--- src/design/hdp_pkg.sv ---
// Types, codes and constants of the hyperlink descriptor parser
package hdp_pkg;

    localparam int CFG_AW   = 3;
    localparam int Q_DEPTH  = 4;
    localparam int Q_AW     = 2;
    localparam int REC_MAX  = 13;
    localparam int TDATA_W  = 152;
    localparam int TUSER_W  = 2;

    localparam logic [0:0] REG_EXPECTED_TAG = 1'b0;
    localparam logic [7:0] TAG_RESET        = 8'hC5;

    localparam logic [7:0] DEST_SERVICE     = 8'h01;
    localparam logic [7:0] DEST_EVENT       = 8'h02;
    localparam logic [7:0] DEST_MODULE      = 8'h03;
    localparam logic [7:0] DEST_CONTENT     = 8'h04;
    localparam logic [7:0] DEST_CONT_MODULE = 8'h05;
    localparam logic [7:0] DEST_ERT_NODE    = 8'h06;
    localparam logic [7:0] DEST_URI         = 8'h07;

    typedef enum logic [2:0] {
        PH_IDLE,
        PH_LENGTH,
        PH_HEADER,
        PH_SELECT,
        PH_PRIVATE
    } t_phase;

    typedef enum logic [1:0] {
        KIND_RECORD,
        KIND_URI,
        KIND_PRIVATE,
        KIND_DONE
    } t_kind;

    typedef enum logic [2:0] {
        ST_OK,
        ST_BAD_TAG,
        ST_ZERO_LEN,
        ST_OVERRUN,
        ST_SHORT
    } t_status;

    typedef struct packed {
        t_kind        kind;
        t_status      status;
        logic [7:0]   linkage_type;
        logic [7:0]   destination_type;
        logic [15:0]  first_id;
        logic [15:0]  second_id;
        logic [15:0]  third_id;
        logic [15:0]  event_number;
        logic [31:0]  content_number;
        logic [7:0]   component;
        logic [15:0]  module_number;
        logic [8:0]   byte_value;
    } t_result;

    typedef struct packed {
        logic    v0;
        logic    v1;
        t_result r0;
        t_result r1;
    } t_push;

    typedef struct packed {
        logic not_empty;
        logic has_room;
    } t_q_status;

    function automatic logic [3:0] rec_size(input logic [7:0] dest);
        logic [3:0] sz;
        unique case (dest)
            DEST_SERVICE:     sz = 4'd6;
            DEST_EVENT:       sz = 4'd8;
            DEST_MODULE:      sz = 4'd11;
            DEST_CONTENT:     sz = 4'd10;
            DEST_CONT_MODULE: sz = 4'd13;
            DEST_ERT_NODE:    sz = 4'd6;
            default:          sz = 4'd0;
        endcase
        return sz;
    endfunction

endpackage

--- src/design/hdp_front.sv ---
// Front end: byte parser, record assembly and result classification
module hdp_front
    import hdp_pkg::*;
(
    input  logic        i_clk,
    input  logic        i_rst_n,
    input  logic        i_valid,
    output logic        o_ready,
    input  logic [7:0]  i_data_byte,
    input  logic        i_start_req,
    input  logic        i_buffer_end,
    input  logic [7:0]  i_expected_tag,
    input  t_q_status   i_q_status,
    output t_push       o_push
);

    t_phase      r_phase, n_phase;
    logic [7:0]  r_body_count, n_body_count;
    logic [7:0]  r_body_length, n_body_length;
    logic [7:0]  r_link_kind, n_link_kind;
    logic [7:0]  r_dest_kind, n_dest_kind;
    logic [7:0]  r_sel_length, n_sel_length;
    logic [7:0]  r_sel_count, n_sel_count;
    logic [3:0]  r_rec_index, n_rec_index;
    logic [7:0]  r_rec [REC_MAX];

    logic        accept;
    logic [7:0]  bc;
    logic        last;
    logic [7:0]  sc;
    logic [3:0]  ri_inc;
    logic [3:0]  sz;
    logic        is_rec_dest;
    logic        rec_full;
    logic        sel_done;
    logic        hdr_sel_byte;
    logic        sel_overrun;
    logic        overrun;
    logic        rec_we;
    logic [7:0]  rb [REC_MAX];

    logic        item_v;
    t_kind       item_kind;
    logic        done_v;
    t_status     done_status;
    t_result     item_r;
    t_result     done_r;

    assign o_ready      = i_q_status.has_room;
    assign accept       = i_valid && o_ready;
    assign bc           = r_body_count + 8'd1;
    assign last         = bc >= r_body_length;
    assign sc           = r_sel_count + 8'd1;
    assign ri_inc       = r_rec_index + 4'd1;
    assign sz           = rec_size(r_dest_kind);
    assign is_rec_dest  = sz != 4'd0;
    assign rec_full     = is_rec_dest && (ri_inc >= sz);
    assign sel_done     = sc >= r_sel_length;
    assign hdr_sel_byte = (bc != 8'd1) && (bc != 8'd2);
    assign sel_overrun  = ({1'b0, i_data_byte} + 9'd3) > {1'b0, r_body_length};
    assign overrun      = (r_phase == PH_HEADER)
                          && ((hdr_sel_byte && sel_overrun) || (last && (bc < 8'd3)));
    assign rec_we       = accept && !i_start_req && (r_phase == PH_SELECT)
                          && is_rec_dest && (r_rec_index < 4'(REC_MAX));

    // outputs: what this beat produces
    always_comb begin
        item_v      = 1'b0;
        item_kind   = KIND_PRIVATE;
        done_v      = 1'b0;
        done_status = ST_OK;
        if (accept) begin
            if (i_start_req) begin
                done_v      = i_buffer_end || (i_data_byte != i_expected_tag);
                done_status = i_buffer_end ? ST_SHORT : ST_BAD_TAG;
            end else begin
                unique case (r_phase)
                    PH_IDLE: begin
                    end
                    PH_LENGTH: begin
                        done_v      = (i_data_byte == 8'd0) || i_buffer_end;
                        done_status = (i_data_byte == 8'd0) ? ST_ZERO_LEN : ST_SHORT;
                    end
                    PH_HEADER, PH_SELECT, PH_PRIVATE: begin
                        if (r_phase == PH_SELECT && r_dest_kind == DEST_URI) begin
                            item_v    = 1'b1;
                            item_kind = KIND_URI;
                        end else if (r_phase == PH_SELECT && rec_full) begin
                            item_v    = 1'b1;
                            item_kind = KIND_RECORD;
                        end else if (r_phase == PH_PRIVATE) begin
                            item_v    = 1'b1;
                            item_kind = KIND_PRIVATE;
                        end
                        priority if (i_buffer_end && !last) begin
                            done_v      = 1'b1;
                            done_status = ST_SHORT;
                        end else if (overrun) begin
                            done_v      = 1'b1;
                            done_status = ST_OVERRUN;
                        end else if (last) begin
                            done_v      = 1'b1;
                            done_status = ST_OK;
                        end
                    end
                    default: begin
                    end
                endcase
            end
        end
    end

    // next state
    always_comb begin
        n_phase       = r_phase;
        n_body_count  = r_body_count;
        n_body_length = r_body_length;
        n_link_kind   = r_link_kind;
        n_dest_kind   = r_dest_kind;
        n_sel_length  = r_sel_length;
        n_sel_count   = r_sel_count;
        n_rec_index   = r_rec_index;
        if (accept) begin
            if (i_start_req) begin
                n_body_count  = 8'd0;
                n_body_length = 8'd0;
                n_link_kind   = 8'd0;
                n_dest_kind   = 8'd0;
                n_sel_length  = 8'd0;
                n_sel_count   = 8'd0;
                n_rec_index   = 4'd0;
                n_phase       = PH_LENGTH;
            end else begin
                unique case (r_phase)
                    PH_IDLE: begin
                    end
                    PH_LENGTH: begin
                        n_body_length = i_data_byte;
                        n_phase       = PH_HEADER;
                    end
                    PH_HEADER: begin
                        n_body_count = bc;
                        if (bc == 8'd1) begin
                            n_link_kind = i_data_byte;
                        end else if (bc == 8'd2) begin
                            n_dest_kind = i_data_byte;
                        end else begin
                            n_sel_length = i_data_byte;
                            n_phase = (i_data_byte != 8'd0) ? PH_SELECT : PH_PRIVATE;
                        end
                    end
                    PH_SELECT: begin
                        n_body_count = bc;
                        n_sel_count  = sc;
                        if (is_rec_dest && r_dest_kind != DEST_URI) begin
                            n_rec_index = rec_full ? 4'd0 : ri_inc;
                        end
                        if (sel_done) begin
                            n_rec_index = 4'd0;
                            n_phase     = PH_PRIVATE;
                        end
                    end
                    PH_PRIVATE: begin
                        n_body_count = bc;
                    end
                    default: begin
                    end
                endcase
            end
            if (done_v) begin
                n_phase = PH_IDLE;
            end
        end
    end

    // record bytes with the current beat in place
    always_comb begin
        for (int i = 0; i < REC_MAX; i++) begin
            rb[i] = (r_rec_index == 4'(i)) ? i_data_byte : r_rec[i];
        end
    end

    always_comb begin
        item_r                  = '0;
        item_r.kind             = item_kind;
        item_r.status           = ST_OK;
        item_r.linkage_type     = n_link_kind;
        item_r.destination_type = n_dest_kind;
        if (item_kind == KIND_RECORD) begin
            item_r.first_id  = {rb[0], rb[1]};
            item_r.second_id = {rb[2], rb[3]};
            item_r.third_id  = {rb[4], rb[5]};
            if (r_dest_kind == DEST_EVENT || r_dest_kind == DEST_MODULE) begin
                item_r.event_number = {rb[6], rb[7]};
            end
            if (r_dest_kind == DEST_CONTENT || r_dest_kind == DEST_CONT_MODULE) begin
                item_r.content_number = {rb[6], rb[7], rb[8], rb[9]};
            end
            if (r_dest_kind == DEST_MODULE) begin
                item_r.component     = rb[8];
                item_r.module_number = {rb[9], rb[10]};
            end
            if (r_dest_kind == DEST_CONT_MODULE) begin
                item_r.component     = rb[10];
                item_r.module_number = {rb[11], rb[12]};
            end
        end else begin
            item_r.byte_value = {1'b0, i_data_byte};
        end

        done_r                  = '0;
        done_r.kind             = KIND_DONE;
        done_r.status           = done_status;
        done_r.linkage_type     = n_link_kind;
        done_r.destination_type = n_dest_kind;
        done_r.byte_value       = i_start_req ? 9'd0 : ({1'b0, n_body_length} + 9'd2);

        o_push.v0 = item_v || done_v;
        o_push.v1 = item_v && done_v;
        o_push.r0 = item_v ? item_r : done_r;
        o_push.r1 = done_r;
    end

    always_ff @(posedge i_clk) begin
        if (!i_rst_n) begin
            r_phase       <= PH_IDLE;
            r_body_count  <= 8'd0;
            r_body_length <= 8'd0;
            r_link_kind   <= 8'd0;
            r_dest_kind   <= 8'd0;
            r_sel_length  <= 8'd0;
            r_sel_count   <= 8'd0;
            r_rec_index   <= 4'd0;
        end else begin
            r_phase       <= n_phase;
            r_body_count  <= n_body_count;
            r_body_length <= n_body_length;
            r_link_kind   <= n_link_kind;
            r_dest_kind   <= n_dest_kind;
            r_sel_length  <= n_sel_length;
            r_sel_count   <= n_sel_count;
            r_rec_index   <= n_rec_index;
        end
    end

    always_ff @(posedge i_clk) begin
        if (rec_we) begin
            r_rec[r_rec_index] <= i_data_byte;
        end
    end

endmodule

--- src/design/hdp_queue.sv ---
// Result queue between parser and output stage: two writes, one read per cycle
module hdp_queue
    import hdp_pkg::*;
(
    input  logic      i_clk,
    input  logic      i_rst_n,
    input  t_push     i_push,
    input  logic      i_pop,
    output t_result   o_head,
    output t_q_status o_status
);

    t_result          r_mem [Q_DEPTH];
    logic [Q_AW-1:0]  r_wr_ptr, n_wr_ptr;
    logic [Q_AW-1:0]  r_rd_ptr, n_rd_ptr;
    logic [Q_AW:0]    r_count, n_count;
    logic [Q_AW-1:0]  wr_ptr_b;
    logic [Q_AW:0]    n_push;
    logic             pop_ok;

    assign wr_ptr_b  = r_wr_ptr + Q_AW'(1);
    assign pop_ok    = i_pop && (r_count != '0);
    assign n_push    = (Q_AW+1)'(i_push.v0) + (Q_AW+1)'(i_push.v1);
    assign n_wr_ptr  = r_wr_ptr + n_push[Q_AW-1:0];
    assign n_rd_ptr  = r_rd_ptr + Q_AW'(pop_ok);
    assign n_count   = r_count + n_push - (Q_AW+1)'(pop_ok);

    assign o_head             = r_mem[r_rd_ptr];
    assign o_status.not_empty = r_count != '0;
    assign o_status.has_room  = r_count <= (Q_AW+1)'(Q_DEPTH - 2);

    always_ff @(posedge i_clk) begin
        if (!i_rst_n) begin
            r_wr_ptr <= '0;
            r_rd_ptr <= '0;
            r_count  <= '0;
        end else begin
            r_wr_ptr <= n_wr_ptr;
            r_rd_ptr <= n_rd_ptr;
            r_count  <= n_count;
        end
    end

    always_ff @(posedge i_clk) begin
        if (i_push.v0) begin
            r_mem[r_wr_ptr] <= i_push.r0;
        end
        if (i_push.v1) begin
            r_mem[wr_ptr_b] <= i_push.r1;
        end
    end

endmodule

--- src/design/hdp_back.sv ---
// Output stage: registered result beat toward the stream receiver
module hdp_back
    import hdp_pkg::*;
(
    input  logic               i_clk,
    input  logic               i_rst_n,
    input  t_result            i_head,
    input  t_q_status          i_q_status,
    output logic               o_pop,
    output logic               o_valid,
    input  logic               i_ready,
    output logic [TDATA_W-1:0] o_tdata,
    output logic [TUSER_W-1:0] o_tuser
);

    logic    r_valid, n_valid;
    t_result r_res;

    assign o_pop   = i_q_status.not_empty && (!r_valid || i_ready);
    assign n_valid = o_pop || (r_valid && !i_ready);
    assign o_valid = r_valid;
    assign o_tuser = r_res.kind;
    assign o_tdata = {
        4'd0,
        r_res.byte_value,
        r_res.module_number,
        r_res.component,
        r_res.content_number,
        r_res.event_number,
        r_res.third_id,
        r_res.second_id,
        r_res.first_id,
        r_res.destination_type,
        r_res.linkage_type,
        r_res.status
    };

    always_ff @(posedge i_clk) begin
        if (!i_rst_n) begin
            r_valid <= 1'b0;
        end else begin
            r_valid <= n_valid;
        end
    end

    always_ff @(posedge i_clk) begin
        if (o_pop) begin
            r_res <= i_head;
        end
    end

endmodule

--- src/design/hyperlink_descriptor_parser_top.sv ---
// Hyperlink descriptor parser: byte stream in, records, URI/private bytes and done out
//
// Input stream: one descriptor byte per beat in tdata[7:0]; tuser marks the tag
// byte that opens a descriptor, tlast marks the last byte of the buffer.
// Output stream: one result per beat; tuser is the kind (record, URI byte,
// private byte, done), tdata carries the fields listed at the port.
// APB port: register expected_tag at address 0, reset value 0xC5; pready is
// tied high and writes take effect at the access cycle.
// Results pass through the result queue and the output register. Throughput:
// one input beat per cycle while tready is high; a beat that both emits a byte
// or record and closes the descriptor yields two results, and the output stage
// drains one per cycle while the receiver is ready.
// A four-entry result queue sits between parser and output register; input
// tready drops while fewer than two entries are free, so a stalled receiver
// backs up into the input, and nothing is lost.
// Reset (synchronous, active low) returns the parser to waiting for a tag,
// empties the queue and restores expected_tag.
module hyperlink_descriptor_parser_top
    import hdp_pkg::*;
(
    input  logic               i_clk,
    input  logic               i_rst_n,
    input  logic               psel,
    input  logic               penable,
    input  logic               pwrite,
    input  logic [CFG_AW-1:0]  paddr,
    input  logic [31:0]        pwdata,
    output logic [31:0]        prdata,
    output logic               pready,
    input  logic               i_s_axis_tvalid,
    output logic               o_s_axis_tready,
    input  logic [7:0]         i_s_axis_tdata,  // data_byte[7:0]
    input  logic               i_s_axis_tuser,  // start_req
    input  logic               i_s_axis_tlast,  // buffer_end
    output logic               o_m_axis_tvalid,
    input  logic               i_m_axis_tready,
    // status[2:0] linkage_type[10:3] destination_type[18:11] first_id[34:19]
    // second_id[50:35] third_id[66:51] event_number[82:67] content_number[114:83]
    // component[122:115] module_number[138:123] byte_value[147:139] zero[151:148]
    output logic [TDATA_W-1:0] o_m_axis_tdata,
    output logic [TUSER_W-1:0] o_m_axis_tuser   // kind[1:0]
);

    logic [7:0] r_expected_tag;
    logic       cfg_we;
    t_push      push;
    t_result    head;
    t_q_status  q_status;
    logic       pop;

    assign pready = 1'b1;
    assign cfg_we = psel && penable && pwrite && pready
                    && (paddr[CFG_AW-1:2] == REG_EXPECTED_TAG);
    assign prdata = (paddr[CFG_AW-1:2] == REG_EXPECTED_TAG) ? {24'd0, r_expected_tag}
                                                             : 32'd0;

    always_ff @(posedge i_clk) begin
        if (!i_rst_n) begin
            r_expected_tag <= TAG_RESET;
        end else if (cfg_we) begin
            r_expected_tag <= pwdata[7:0];
        end
    end

    hdp_front u_front (
        .i_clk          (i_clk),
        .i_rst_n        (i_rst_n),
        .i_valid        (i_s_axis_tvalid),
        .o_ready        (o_s_axis_tready),
        .i_data_byte    (i_s_axis_tdata),
        .i_start_req    (i_s_axis_tuser),
        .i_buffer_end   (i_s_axis_tlast),
        .i_expected_tag (r_expected_tag),
        .i_q_status     (q_status),
        .o_push         (push)
    );

    hdp_queue u_queue (
        .i_clk    (i_clk),
        .i_rst_n  (i_rst_n),
        .i_push   (push),
        .i_pop    (pop),
        .o_head   (head),
        .o_status (q_status)
    );

    hdp_back u_back (
        .i_clk      (i_clk),
        .i_rst_n    (i_rst_n),
        .i_head     (head),
        .i_q_status (q_status),
        .o_pop      (pop),
        .o_valid    (o_m_axis_tvalid),
        .i_ready    (i_m_axis_tready),
        .o_tdata    (o_m_axis_tdata),
        .o_tuser    (o_m_axis_tuser)
    );

endmodule

--- config.mk ---
export PLATFORM = sky130hd
export DESIGN_NAME = hyperlink_descriptor_parser_top
export DESIGN_NICKNAME = d
export VERILOG_FILES = /design/src/design/hdp_pkg.sv /design/src/design/hdp_front.sv /design/src/design/hdp_queue.sv /design/src/design/hdp_back.sv /design/src/design/hyperlink_descriptor_parser_top.sv
export SDC_FILE = /design/constraint.sdc
export NUM_CORES = 2
export LEC_CHECK = 0
export ABC_CLOCK_PERIOD_IN_PS = 18010
export BUFFER_PORTS_ARGS = -buffer_cell sky130_fd_sc_hd__buf_2
export CAP_MARGIN = 20
export CORE_ASPECT_RATIO = 0.75
export CORE_UTILIZATION = 28
export CTS_CLUSTER_DIAMETER = 150
export DETAILED_ROUTE_END_ITERATION = 10
export GPL_ROUTABILITY_DRIVEN = 0
export PLACE_DENSITY = 0.45
export SYNTH_ARGS = -nofsm -noshare
export SYNTH_HDL_FRONTEND = slang
export SYNTH_SLANG_ARGS = --single-unit
--- constraint.sdc ---
create_clock -name i_clk -period 18.01 [get_ports i_clk]
set_clock_uncertainty 0.1 [all_clocks]
set_input_delay 3.602 -clock i_clk [delete_from_list [all_inputs] [get_ports i_clk]]
set_output_delay 3.602 -clock i_clk [all_outputs]
set_load 0.01 [all_outputs]
==> impl_metrics.tcl <==
set metrics [dict create \
    rows 115 \
    clock_latency_ps 720 \
    final_core_util_pct 32.99 \
    status "complete, no violations" \
    slew_headroom_pct 24.04 \
    worstMarginPinSlew_ps 1139 \
    avgSynthCellArea_um2 11.95 \
    largest_register_ffs 600 \
    switchingPower_mw 1.548 \
    design.core.area_um2 131500 \
    switching_share_pct 28.06 \
    crit_arrival_ps 10050 \
    wire_per_inst_um 22.47 \
    ir_worst_vdd_mv 0.07089 \
    fillers 13220 \
    fin_crit_sh_pct 53.83 \
    post-place-cells 4877 \
    grt_max_degree 71 \
    nets 3326 \
    ant_nets 0 \
    power_density_nw_per_um2 127.2 \
    clockBufferDepth 3 \
    grt_pass1_vias 24830 \
    drt_wl_total_um 113900 \
    internal_power_mw 3.969 \
    grt_pass1_wl_um 169300 \
    finalSetupViolCount 0 \
    slew_viol_final 0 \
    num_vias 25160 \
    clkTransAtPathRegs_ps 60 \
    io_pins 241 \
    root_buffer "clkbuf_16" \
    max_freq_mhz 103.1 \
    cts.sinks 925 \
    cts_tree "built" \
    critPathLaunchType "input port" \
    layout_common_cells "dfxtp_1, nand2_1, edfxtp_1, a22o_1, o21ai_0" \
    ys.flop_type "dfxtp_1" \
    drtIter0Drc 1887 \
    power_frac_seq_pct 45.7 \
    htreeDepth 3 \
    portBuffers 185 \
    pwr-share-comb_pct 15.0 \
    synth_cells 3116 \
    critPathMaxFanout 55 \
    period_needed_ps 9695 \
    cp.required_ps 18360 \
    gr-total-overflow 0 \
    post_cts_buffers 0 \
    hold_class "reg2reg" \
    grtUsageTotal_pct 16.63 \
    dr.pass1.iters 5 \
    cts_inserted_buffers 99 \
    grt_antenna_before_repair 3 \
    cp-end-kind "flip-flop" \
    power_mw 5.517 \
    layout_commonest_cell "dfxtp_1" \
    syn_to_final_growth_pct 16.51 \
    fp.dieArea_um2 134500 \
    die_height_um 317.8 \
    rsz0062_at_grt "false" \
    fin_cells 5068 \
    top_register "u_queue.r_mem" \
    syn_area_um2 37240 \
    critical_path_class "in2reg" \
    holdWs_ps 345.3 \
    drv_cap 0 \
    synth-async-reset-ratio_pct 0 \
    ys_ff_latch 925 \
    die_width_um 423.1 \
    synth_cell_types 77 \
    seq_area_frac_synth_pct 59.57 \
    p_leak_nw 15.57 \
    synth-edff-count 366 \
    via_per_inst 4.965 \
    cts_resized 0 \
    start_util_pct 28.31 \
    yosysWarnings 0 \
    route.detailed.drc 0 \
    postCtsHoldBufs 0 \
    pwr-share-clk_pct 39.4 \
    drive_above_1_share_pct 18.03 \
    final_hold_viol_count 0 \
    fin_tns_setup_ps 0 \
    dp_hpwl_um 67100 \
]
[layout make-up]
cell class                 instances  area, um2  share of cell area (%)
antenna                            1      2.502                0.005768
inverter                          52      195.2                  0.4499
clock buffer                     138       2840                   6.546
timing repair buffer             241       1371                   3.161
tap                             1755       2196                   5.061
clock inverter                    50      650.6                   1.500
sequential                       925      22190                   51.14
multi-input combinational       1906      13940                   32.13
[metrics by stage]
stage / cell area [um2] / worst slack, ps
after detailed placement: 39870 / 7643
after global placement: 39840 / 7306
final: 43390 / 8315
after floorplan: 37340 / 4726
after global routing: 43380 / 8074
after CTS: 43360 / 8417
[worst paths after layout]
path	start	endpoint	slack [ps]	cells after the start
setup / recovery	i_s_axis_tdata[1]	u_queue.r_mem[1][134]	8310	19
hold / removal	u_queue.r_mem[2][57]	u_queue.r_mem[2][57]	350	2
setup reg to reg	u_front.r_dest_kind[5]	u_queue.r_mem[1][134]	11200	17
hold reg to reg	u_queue.r_mem[2][57]	u_queue.r_mem[2][57]	350	2
[per-layer routing]
| metal | global-route usage, % | share of wire, % |
|---|---|---|
| met1 | 24.14 | 48 |
| met2 | 25.78 | 45 |
| met3 | 2.826 | 4.7 |
| met4 | 3.546 | 1.8 |
| met5 | 0 | 0 |
[synth_stat cells (10+ instances only)]
master / number / share of area, %
a32o_1: 40 / 1.1
inv_1: 48 / 0.48
xor2_1: 16 / 0.38
nand2_1: 459 / 4.6
and3_1: 10 / 0.17
mux2i_1: 55 / 1.5
buf_2: 14 / 0.19
mux4_2: 150 / 9.1
ha_1: 48 / 1.6
a21oi_1: 145 / 1.9
a21o_1: 14 / 0.28
nor3_1: 19 / 0.26
and2_1: 17 / 0.29
a22o_1: 239 / 5.6
nor2_1: 108 / 1.1
o21ai_1: 84 / 1.1
edfxtp_1: 366 / 30
nand3_1: 44 / 0.59
nor2b_1: 19 / 0.32
o22ai_1: 30 / 0.50
or3_1: 13 / 0.22
xnor2_1: 21 / 0.49
a22oi_1: 12 / 0.24
o21ai_0: 216 / 2.9
clkbuf_1: 182 / 1.8
buf_1: 34 / 0.34
nand4_1: 10 / 0.17
nand2b_1: 10 / 0.17
buf_4: 30 / 0.60
dfxtp_1: 559 / 30
[critical path: stages]
cell      delay (ps)
buf_2             70
buf_4            530
inv_1            530
ha_1             410
nor4_1           300
xnor2_1          180
ha_1             270
nand4_1          100
a21oi_1           60
o41ai_1          520
a221oi_1         210
o211ai_1         490
ha_1             350
nand2b_1         310
o21ai_0          320
nand2_4          560
buf_4            760
nor2_4           150
a32o_1           260
[power groups by stage]
| stage | clock [mW] | sequential [mW] | combinational (mW) |
|---|---|---|---|
| 3_3_place_gp | 0 | 2.57 | 0.847 |
| 6_report | 2.17 | 2.52 | 0.826 |
| 5_1_grt | 2.31 | 2.54 | 0.892 |
| 3_5_place_dp | 0 | 2.57 | 0.851 |
| 4_1_cts | 2.23 | 2.53 | 0.851 |
| 2_1_floorplan | 0 | 2.65 | 0.424 |
[logic make-up (layout without fill, tap and decap cells)]
family                     Yosys count  after routing  synth area share, %
AOI/OAI and AO/OA                  825            825                14.81
xor gates and xnor gates            37             37               0.8703
adders and majority gates           49             49                1.667
buffers and inverters              312            481                3.495
DFF                                925            925                59.57
muxes                              206            206                10.58
other                                2             30              0.02017
and+or+nand+nor                    760            760                8.985
Power figures use the tool's default switching activity.
